File: config.mk
export PLATFORM = sky130hd
export DESIGN_NAME = page_order_queue_top
export DESIGN_NICKNAME = d
export VERILOG_FILES = /design/src/poq_pkg.sv /design/src/poq_ram.sv /design/src/page_order_queue_top.sv
export SDC_FILE = /design/constraint.sdc
export NUM_CORES = 2
export LEC_CHECK = 0
export BUFFER_PORTS_ARGS = -buffer_cell sky130_fd_sc_hd__buf_2
export CAP_MARGIN = 20
export CORE_MARGIN = 2
export CORE_UTILIZATION = 60
export DETAILED_ROUTE_END_ITERATION = 10
export PLACE_DENSITY_LB_ADDON = 0.2
export SYNTH_ARGS = -nofsm -noshare
export SYNTH_HDL_FRONTEND = slang
export SYNTH_SLANG_ARGS = --single-unit
File: constraint.sdc
create_clock -name i_clk -period 6.29 [get_ports i_clk]
set_input_delay 0.3145 -clock i_clk [delete_from_list [all_inputs] [get_ports i_clk]]
set_output_delay 0.3145 -clock i_clk [all_outputs]
set_load 0.02 [all_outputs]
File: src/poq_pkg.sv
package poq_pkg;

    localparam int POQ_FRAMES    = 64;
    localparam int POQ_PAGE_BITS = 32;

    typedef enum logic [1:0] {
        FN_APPEND = 2'd0,
        FN_EVICT  = 2'd1,
        FN_TOUCH  = 2'd2,
        FN_NONE   = 2'd3
    } t_func;

    typedef enum logic [1:0] {
        ST_OK        = 2'd0,
        ST_EMPTY     = 2'd1,
        ST_NOT_FOUND = 2'd2,
        ST_FULL      = 2'd3
    } t_status;

    typedef enum logic [2:0] {
        S_IDLE,
        S_EVRD,
        S_SCAN,
        S_FINISH,
        S_DONE
    } t_state;

    typedef struct packed {
        t_func       func;
        logic [31:0] page;
    } t_poq_in;

    typedef struct packed {
        logic [31:0] evicted_page;
        t_status     status;
        logic [6:0]  occupancy;
    } t_poq_out;

endpackage

File: src/poq_ram.sv
module poq_ram
    import poq_pkg::*;
#(
    parameter int FRAMES    = POQ_FRAMES,
    parameter int PAGE_BITS = POQ_PAGE_BITS,
    localparam int AW       = (FRAMES > 1) ? $clog2(FRAMES) : 1
) (
    input  logic                 i_clk,
    input  logic                 i_wr_en,
    input  logic [AW-1:0]        i_wr_addr,
    input  logic [PAGE_BITS-1:0] i_wr_data,
    input  logic                 i_rd_en,
    input  logic [AW-1:0]        i_rd_addr,
    output logic [PAGE_BITS-1:0] o_rd_data
);

    logic [PAGE_BITS-1:0] r_mem [FRAMES];
    logic [PAGE_BITS-1:0] r_rd_data;

    always_ff @(posedge i_clk) begin
        if (i_wr_en) begin
            r_mem[i_wr_addr] <= i_wr_data;
        end
        if (i_rd_en) begin
            r_rd_data <= r_mem[i_rd_addr];
        end
    end

    assign o_rd_data = r_rd_data;

endmodule

File: src/page_order_queue_top.sv
// channel | direction | handshake                   | word
// input   | in        | i_in_valid / o_in_ready     | t_poq_in  (func, page)
// output  | out       | o_out_valid / i_out_ready   | t_poq_out (evicted_page, status, occupancy)
//
// append and no-op go from idle to done; evict takes its ram read through S_EVRD
// touch walks the stored pages through the single ram read port (S_SCAN, S_FINISH)
// pages live in a circular buffer; a touch closes the gap in the same pass as the search
// i_rst_n is synchronous and empties the store; no clearing pass is needed
// a new word is taken while the previous result still waits in the output register
module page_order_queue_top
    import poq_pkg::*;
#(
    parameter int FRAMES    = POQ_FRAMES,
    parameter int PAGE_BITS = POQ_PAGE_BITS
) (
    input  logic     i_clk,
    input  logic     i_rst_n,
    input  logic     i_in_valid,
    output logic     o_in_ready,
    input  t_poq_in  i_in,
    output logic     o_out_valid,
    input  logic     i_out_ready,
    output t_poq_out o_out
);

    localparam int AW = (FRAMES > 1) ? $clog2(FRAMES) : 1;
    localparam int CW = $clog2(FRAMES + 1);

    t_state               r_state, n_state;
    logic [AW-1:0]        r_head;
    logic [CW-1:0]        r_count;
    logic [PAGE_BITS-1:0] r_page;
    logic [CW-1:0]        r_rd_off;
    logic                 r_chk_vld;
    logic [AW-1:0]        r_chk_off;
    logic                 r_found;
    t_poq_out             r_res;
    logic                 r_out_valid;
    t_poq_out             r_out;

    logic                 w_accept;
    logic                 w_load_out;
    logic [PAGE_BITS-1:0] w_page_in;
    logic                 w_rd_en;
    logic [AW-1:0]        w_rd_addr;
    logic                 w_wr_en;
    logic [AW-1:0]        w_wr_addr;
    logic [PAGE_BITS-1:0] w_wr_data;
    logic [PAGE_BITS-1:0] w_rdata;
    logic                 w_match;
    logic                 w_last;

    // offset from the oldest entry to a ram address
    function automatic logic [AW-1:0] off2addr(input logic [AW-1:0] head,
                                               input logic [AW-1:0] off);
        logic [AW:0] sum;
        sum = {1'b0, head} + {1'b0, off};
        if (sum >= (AW+1)'(FRAMES)) begin
            sum = sum - (AW+1)'(FRAMES);
        end
        return sum[AW-1:0];
    endfunction

    assign o_in_ready = (r_state == S_IDLE);
    assign w_accept   = i_in_valid && o_in_ready;
    assign w_load_out = (r_state == S_DONE) && (!r_out_valid || i_out_ready);
    assign w_page_in  = PAGE_BITS'(i_in.page);
    assign w_match    = r_chk_vld && !r_found && (w_rdata == r_page);
    assign w_last     = r_chk_vld && (CW'(r_chk_off) == r_count - 1'b1);

    poq_ram #(
        .FRAMES   (FRAMES),
        .PAGE_BITS(PAGE_BITS)
    ) u_ram (
        .i_clk    (i_clk),
        .i_wr_en  (w_wr_en),
        .i_wr_addr(w_wr_addr),
        .i_wr_data(w_wr_data),
        .i_rd_en  (w_rd_en),
        .i_rd_addr(w_rd_addr),
        .o_rd_data(w_rdata)
    );

    always_comb begin
        n_state = r_state;
        unique case (r_state)
            S_IDLE: begin
                if (w_accept) begin
                    unique case (i_in.func)
                        FN_EVICT: n_state = (r_count == '0) ? S_DONE : S_EVRD;
                        FN_TOUCH: n_state = (r_count == '0) ? S_DONE : S_SCAN;
                        default:  n_state = S_DONE;
                    endcase
                end
            end
            S_EVRD:   n_state = S_DONE;
            S_SCAN:   n_state = w_last ? S_FINISH : S_SCAN;
            S_FINISH: n_state = S_DONE;
            S_DONE:   n_state = w_load_out ? S_IDLE : S_DONE;
            default:  n_state = S_IDLE;
        endcase
    end

    always_comb begin
        w_rd_en   = 1'b0;
        w_rd_addr = off2addr(r_head, r_rd_off[AW-1:0]);
        w_wr_en   = 1'b0;
        w_wr_addr = '0;
        w_wr_data = r_page;
        unique case (r_state)
            S_IDLE: begin
                if (w_accept) begin
                    if (i_in.func == FN_APPEND && r_count != CW'(FRAMES)) begin
                        w_wr_en   = 1'b1;
                        w_wr_addr = off2addr(r_head, r_count[AW-1:0]);
                        w_wr_data = w_page_in;
                    end
                    if (i_in.func == FN_EVICT && r_count != '0) begin
                        w_rd_en   = 1'b1;
                        w_rd_addr = r_head;
                    end
                end
            end
            S_SCAN: begin
                w_rd_en = (r_rd_off < r_count);
                // once the match is behind us, every later page slides down one
                if (r_chk_vld && r_found) begin
                    w_wr_en   = 1'b1;
                    w_wr_addr = off2addr(r_head, r_chk_off - 1'b1);
                    w_wr_data = w_rdata;
                end
            end
            S_FINISH: begin
                if (r_found) begin
                    w_wr_en   = 1'b1;
                    w_wr_addr = off2addr(r_head, AW'(r_count - 1'b1));
                end
            end
            default: begin
            end
        endcase
    end

    always_ff @(posedge i_clk) begin
        if (!i_rst_n) begin
            r_state     <= S_IDLE;
            r_head      <= '0;
            r_count     <= '0;
            r_chk_vld   <= 1'b0;
            r_found     <= 1'b0;
            r_out_valid <= 1'b0;
        end else begin
            r_state <= n_state;

            if (w_load_out) begin
                r_out_valid <= 1'b1;
                r_out       <= r_res;
            end else if (i_out_ready) begin
                r_out_valid <= 1'b0;
            end

            case (r_state)
                S_IDLE: begin
                    if (w_accept) begin
                        r_page             <= w_page_in;
                        r_rd_off           <= '0;
                        r_found            <= 1'b0;
                        r_chk_vld          <= 1'b0;
                        r_res.evicted_page <= '0;
                        case (i_in.func)
                            FN_APPEND: begin
                                if (r_count == CW'(FRAMES)) begin
                                    r_res.status    <= ST_FULL;
                                    r_res.occupancy <= 7'(r_count);
                                end else begin
                                    r_count         <= r_count + 1'b1;
                                    r_res.status    <= ST_OK;
                                    r_res.occupancy <= 7'(r_count) + 7'd1;
                                end
                            end
                            FN_EVICT, FN_TOUCH: begin
                                r_res.status    <= (r_count == '0) ? ST_EMPTY : ST_OK;
                                r_res.occupancy <= 7'(r_count);
                            end
                            default: begin
                                r_res.status    <= ST_OK;
                                r_res.occupancy <= 7'(r_count);
                            end
                        endcase
                    end
                end
                S_EVRD: begin
                    r_res.evicted_page <= 32'(w_rdata);
                    r_res.occupancy    <= 7'(r_count) - 7'd1;
                    r_count            <= r_count - 1'b1;
                    r_head             <= (r_head == AW'(FRAMES - 1)) ? '0 : r_head + 1'b1;
                end
                S_SCAN: begin
                    if (w_rd_en) begin
                        r_rd_off <= r_rd_off + 1'b1;
                    end
                    r_chk_vld <= w_rd_en;
                    r_chk_off <= r_rd_off[AW-1:0];
                    if (w_match) begin
                        r_found <= 1'b1;
                    end
                end
                S_FINISH: begin
                    r_res.status <= r_found ? ST_OK : ST_NOT_FOUND;
                end
                default: begin
                end
            endcase
        end
    end

    assign o_out_valid = r_out_valid;
    assign o_out       = r_out;

endmodule

; After elaboration in Yosys (flattened, before gate mapping)
; Memories as Yosys holds them, arrays and structs flattened. A register that Yosys moved wholly into a read port is not among the register bits.
; Cells that the tools add are included.
[totals]
reg_bits = 146
latch_bits = 0
mem_bits_rw = 2048
mem_bits_ro = 0
in_bits = 38
output_inout_bits = 43
wordCells = 135
mem_count = 1
[mem_list]
columns = name, depth, width, rd, rd_ports_with_merged_regs, wr, line
row1 = u_ram.r_mem, 64, 32, 1, 1, 1, poq_ram.sv:17  ; logic [PAGE_BITS-1:0] r_mem [FRAMES];
[classes]
add_sub_neg = 13
multipliers = 0
div = 0
magnitude_cmp = 5
eq_ne = 16
n_shift = 0
mux = 55
bitwise = 0
reduce_logical = 30
[ops]
columns = cell, count
row1 = 32-bit one-hot mux with 2 select lines, 2
row2 = 32-bit 2-to-1 mux, 3
row3 = 6-bit 2-to-1 mux, 12
row4 = 7-bit one-hot mux with 2 select lines, 3
row5 = 41-bit 2-to-1 mux, 1
row6 = 7-bit 2-to-1 mux, 5
row7 = 32-bit equality test, 1
row8 = "6-bit by 1-bit subtractor with 6-bit output, second input constant", 5
row9 = 6-bit by 6-bit adder with 7-bit output, 4
row10 = "7-bit >= comparator, second input constant", 4
row11 = 6-bit one-hot mux with 3 select lines, 1
row12 = 9-bit one-hot mux with 2 select lines, 1
row13 = "7-bit by 1-bit adder with 7-bit output, second input constant", 2
row14 = 1-bit 2-to-1 mux, 14
row15 = 3-bit 2-to-1 mux, 4
row16 = 3-bit one-hot mux with 4 select lines, 1
row17 = 3-bit AND reduction, 4
row18 = 9-bit 2-to-1 mux, 1
row19 = 1-bit logical AND, 8
row20 = 4-bit AND reduction, 2
row21 = 2-bit nonzero test, 4
row22 = 6-bit by 7-bit equality test with 1-bit output, 1
row23 = "7-bit equality test, second input constant", 1
row24 = 7-bit zero test, 1
row25 = 24 further kinds, 34

; Logic depth before layout (Yosys ltp)
[logic_depth]
depth_word = 7
ltp_mapped = 15
depth_no_buf = 12

; Modules after synthesis
; From an unflattened synthesis, not the netlist that was laid out.
[unflattened]
hier_cells = 3992
area_unflattened_um2 = 86585.5
[by_module_without_submodules]
columns = mod, instances, cells_each, area_per_inst_um2, seq_area_each_um2
row1 = poq_ram, 1, 3324, 78833.1, 62459.9
row2 = page_order_queue_top, 1, 668, 7752.4, 4194.0

; Worst setup path before layout
; OpenSTA, ideal clock, no wires.
[synth_path]
path_type = register -> register
from = register r_count[0]
to = memory u_ram.r_mem[0][0] (netlist name) (enable)
setup_ns = 0.421
t_arrival_ns = 4.297
required_ns = 5.869
setup_slack_ns = 1.572
path_stages_with_launch = 14
path_buffers = 1
period_less_slack_ns = 4.718
path_cell_list = dfxtp_1 clkbuf_1 inv_1 ha_1 inv_1 ha_1 a21o_1 a21oi_1 o21bai_1 a21oi_1 xnor2_1 a222oi_1 nand2_1 nor2_1
[synth_via]
elab_chain_len = 7
elab_cells_between_ends = 20
classes_between = add/sub: 5 / order compare: 2 / eq/ne: 1 / mux: 11 / reduce/logical: 1
[synth_rtl]
columns = item, line
row1 = start: declaration, page_order_queue_top.sv:31  ; logic [CW-1:0] r_count;
row2 = start signal: assignment, page_order_queue_top.sv:176  ; r_count <= r_count + 1'b1;
row3 = start signal: assignment, page_order_queue_top.sv:195  ; r_count <= r_count - 1'b1;
row4 = "parallel branches: the longest is 7 deep, another holds 7-bit by 1-bit subtractor with 7-bit output", --
row5 = end: declaration, poq_ram.sv:17
; Several ways; the timed one is not identified.

; Worst setup path after layout
[layout_path]
from = register r_count[0]
to = register u_ram.r_rd_data[12] (netlist: u_ram.o_rd_data[12]) (read register of u_ram.r_mem), data pin
[layout_via]
elab_chain_len = 5
elab_cells_between_ends = 9
classes_between = order compare: 1 / mux: 6 / reduce/logical: 2
[layout_rtl]
columns = item, line
row1 = "parallel branches: the longest is 5 deep, another holds 7-bit < comparator", --
row2 = end: declaration, poq_ram.sv:18  ; logic [PAGE_BITS-1:0] r_rd_data;
; Several ways; the timed one is not identified.
; A chain may end at the register's enable or synchronous reset.

==> impl_metrics.csv <==
group,metric,value,unit
cells_and_area,num-fill-cells,9809,
pwr,vdd_drop_max,0.292,mV
cts,cts_root_buf,"clkbuf_16",
placement,place_area,92000,um2
grt,met1_usage,47.2,%
die,ios,81,
cells_and_area,fin_util,68.4,%
grt,grt_max_degree,92,
routing,wl_per_cell,28.3,um
timing,tightestPinTransition,1.19,ns
grt,use_met3,8.38,%
setup_path,crit_arrival,6.17,ns
setup_path,slowest_stage,"o311ai_4",
setup_path,criticalPathCategory,"reg -> reg",
run,maxCapViolCount,0,
pwr,power_density,315,nW/um2
timing,max_freq,183,MHz
routing,first_pass_iters,8,
setup_path,worst_setup_path_start_kind,"flop",
cts,h-tree-depth,4,
grt,met2_usage,52.0,%
die,fp.dieH,387,um
setup_path,crit_chain,"inv_1 > ha_1 > or4b_4 > o311ai_4 > nand2b_1 > mux2i_4 > xor2_1 > nand2_1 > buf_4 > o22ai_1 > or4_1",
die,initial_utilization,60.4,%
setup_path,critical_path_buf_inv_count,2,
cells_and_area,nets,6979,
timing,tns,0,ns
logic_synthesis,synth_ff_type,"edfxtp_1",
logic_synthesis,synthesis.nets,6810,
routing,drt-initial-drc-count,9182,
cts,cts.sinks,2226,
placement,io_buffers,80,
timing,finalCritPeriodShare,86.8,%
die,dieWidth,387,um
pwr,power.static_leakage,33.9,nW
placement,place.gp.congestion,0.909,
logic_synthesis,synth_cell_types,64,
setup_path,crit_fanout,14,
setup_path,setup.worst_path.end_class,"flop",
logic_synthesis,ys_seq_area_share,75.9,%
worst_hold_path,hold_path.class,"in -> reg",
die,num_rows,140,
cts,cts_tree,"built",
logic_synthesis,syn_avg_cell_area,13.0,um2
cts,cts_buffers,211,
routing,wl,254000,um
logic_synthesis,ys_seq_elements,2226,
logic_synthesis,syn-cell-area,87800,um2
grt,gr-total-overflow,0,
cts,clkTransAtPathRegs,0.06,ns
grt,grt_pass1_vias,55400,
timing,drv_slew,0,
pwr,finalPower,31.3,mW
timing,max-slew-margin-rel,20.5,%
timing,rsz0062_at_grt,"false",
routing,drc,0,
cts,cts-resized-gates,0,
timing,setup_violations,0,
logic_synthesis,async_flop_share,0,%
setup_path,max_stage_delay,0.80,ns
grt,antenna_found_initial,17,
timing,hold_viol,0,
die,core_area,145000,um2
logic_synthesis,synth_edf_count,2207,
routing,via_per_inst,6.47,
grt,grt_pass1_wl,370000,um
cells_and_area,area_delta_synth_final,13.3,%
cts,cts_setup_buffers,0,
grt,grtUsageTotal,33.8,%
logic_synthesis,synth_warnings,0,
cells_and_area,drive_gt1_share,10.2,%
setup_path,critical_path.top_delay_family,"compound AO/OA/AOI/OAI gates",
routing,vias,58100,
timing,period_minus_slack,5.46,ns
die,dieArea,149000,um2
grt,busiest_layer,"met2",
cts,max-clock-path-buffers,3,
run_status,outcome,"complete, no violations",
setup_path,required,7.00,ns
cells_and_area,stdcell_area,99500,um2
routing,ant_nets,0,
cts,insertion_delay,0.85,ns
timing,finalClockSkew,0.0322,ns
logic_synthesis,synth_cells,6733,
placement,dp_hpwl,148000,um
[registers in the layout, indices dropped and copies added, names as in the netlist]
register / cells
r_res: 41
r_page: 32
r_head: 6
r_count: 7
o_out: 41
r_rd_off: 7
u_ram.r_mem: 2048
u_ram.o_rd_data: 32
r_chk_vld: 1
r_state: 3
r_found: 1
r_chk_off: 6
o_out_valid: 1
[metrics by stage]
stage                     worst slack, ns  std cells  hold slack, ns
after floorplan                      1.57       6733           0.400
after CTS                            1.19       8966           0.179
after detailed placement             1.27       8553           0.405
after global routing                0.807       8981           0.221
final                               0.829       8984           0.217
after global placement               1.03       8550           0.401
[final timing paths]
| check | to | depth (start not counted) | slack, ns | start |
|---|---|---|---|---|
| max reg2reg | u_ram.o_rd_data[12]$_DFFE_PP_ | 11 | 0.83 | r_count[0]$_SDFFE_PN0P_ |
| max | u_ram.o_rd_data[12]$_DFFE_PP_ | 11 | 0.83 | r_count[0]$_SDFFE_PN0P_ |
| min reg2reg | o_out[22]$_DFFE_PP_ | 0 | 0.42 | r_res[22]$_SDFFCE_PN0P_ |
| min | r_page[30]$_DFFE_PP_ | 2 | 0.22 | i_in[30] |
[logic make-up after synthesis]
| family | share of synthesized area [%] |
|---|---|
| buffers and inverters | 2.07 |
| flip-flops | 75.9 |
| AND/OR/NAND/NOR | 18.6 |
| AO/OA/AOI/OAI | 1.98 |
| XOR/XNOR | 0.788 |
| multiplexers | 0.0969 |
| adder cells (fa/ha/maj) | 0.590 |
[placed cells by master, fill, tap and decap left out, drive strengths merged, types with 9 or more instances in the layout]
master       synthesis  final
nand2b               9      9
xnor2               39     39
dfxtp               19     19
a22oi               35     35
dlygate4sd3          0     38
nand3             1047   1047
or4                 32     32
buf                192    316
o21ai               20     20
nand4              265    265
nor2               105    105
a21o                13     13
and2                41     41
a21oi               25     25
edfxtp            2207   2207
bufinv               0     23
clkbuf             206    257
xor2                40     40
inv                 19     24
ha                  35     35
o22ai              129    129
clkinv               1     87
nand2             2168   2168
[layout make-up]
type                    count  area [um2]  share of cell area (%)
inverters                  20        75.1                  0.0755
diodes                      3        7.51                 0.00755
flip-flops and latches   2226       66700                    67.0
repair buffers            354        3600                    3.61
clock buffers             257        5540                    5.57
well taps                1917        2400                    2.41
clock inverters           118        1220                    1.22
multi-input cells        4089       20000                    20.1
[what timing repair did]
action / 4_1_cts / 5_1_grt
hold buffers: 38 / 0
hold endpoints to repair: 48 / 0
endpoints found under the setup margin: 0 / 0
[cell usage after synthesis (all sizes together), types with 13 or more instances]
library cell | n | area share, %
xor2 | 40 | 0.40
ha | 35 | 0.50
o21ai | 20 | 0.11
buf | 192 | 1.1
a21oi | 25 | 0.14
nand4 | 265 | 1.9
a21o | 13 | 0.11
and2 | 41 | 0.29
clkbuf | 206 | 0.88
nand3 | 1047 | 6.0
o22ai | 129 | 0.92
xnor2 | 39 | 0.39
a22oi | 35 | 0.30
inv | 19 | 0.081
edfxtp | 2207 | 75
or4 | 32 | 0.27
dfxtp | 19 | 0.43
nand2 | 2168 | 9.3
nor2 | 105 | 0.45
[where the power goes]
part           internal, mW  switching [mW]
clock network          7.17            5.42
logic                 0.536            1.62
registers              16.5          0.0432
total                  24.2            7.08
[layer usage]
| layer | up-vias | wire, um |
|---|---|---|
| met5 | - | 76 |
| met4 | 8 | 10100 |
| met3 | 702 | 34400 |
| met2 | 4171 | 117000 |
| met1 | 28400 | 93300 |
| li1 | 24800 | - |
Power figures use the tool's default switching activity.
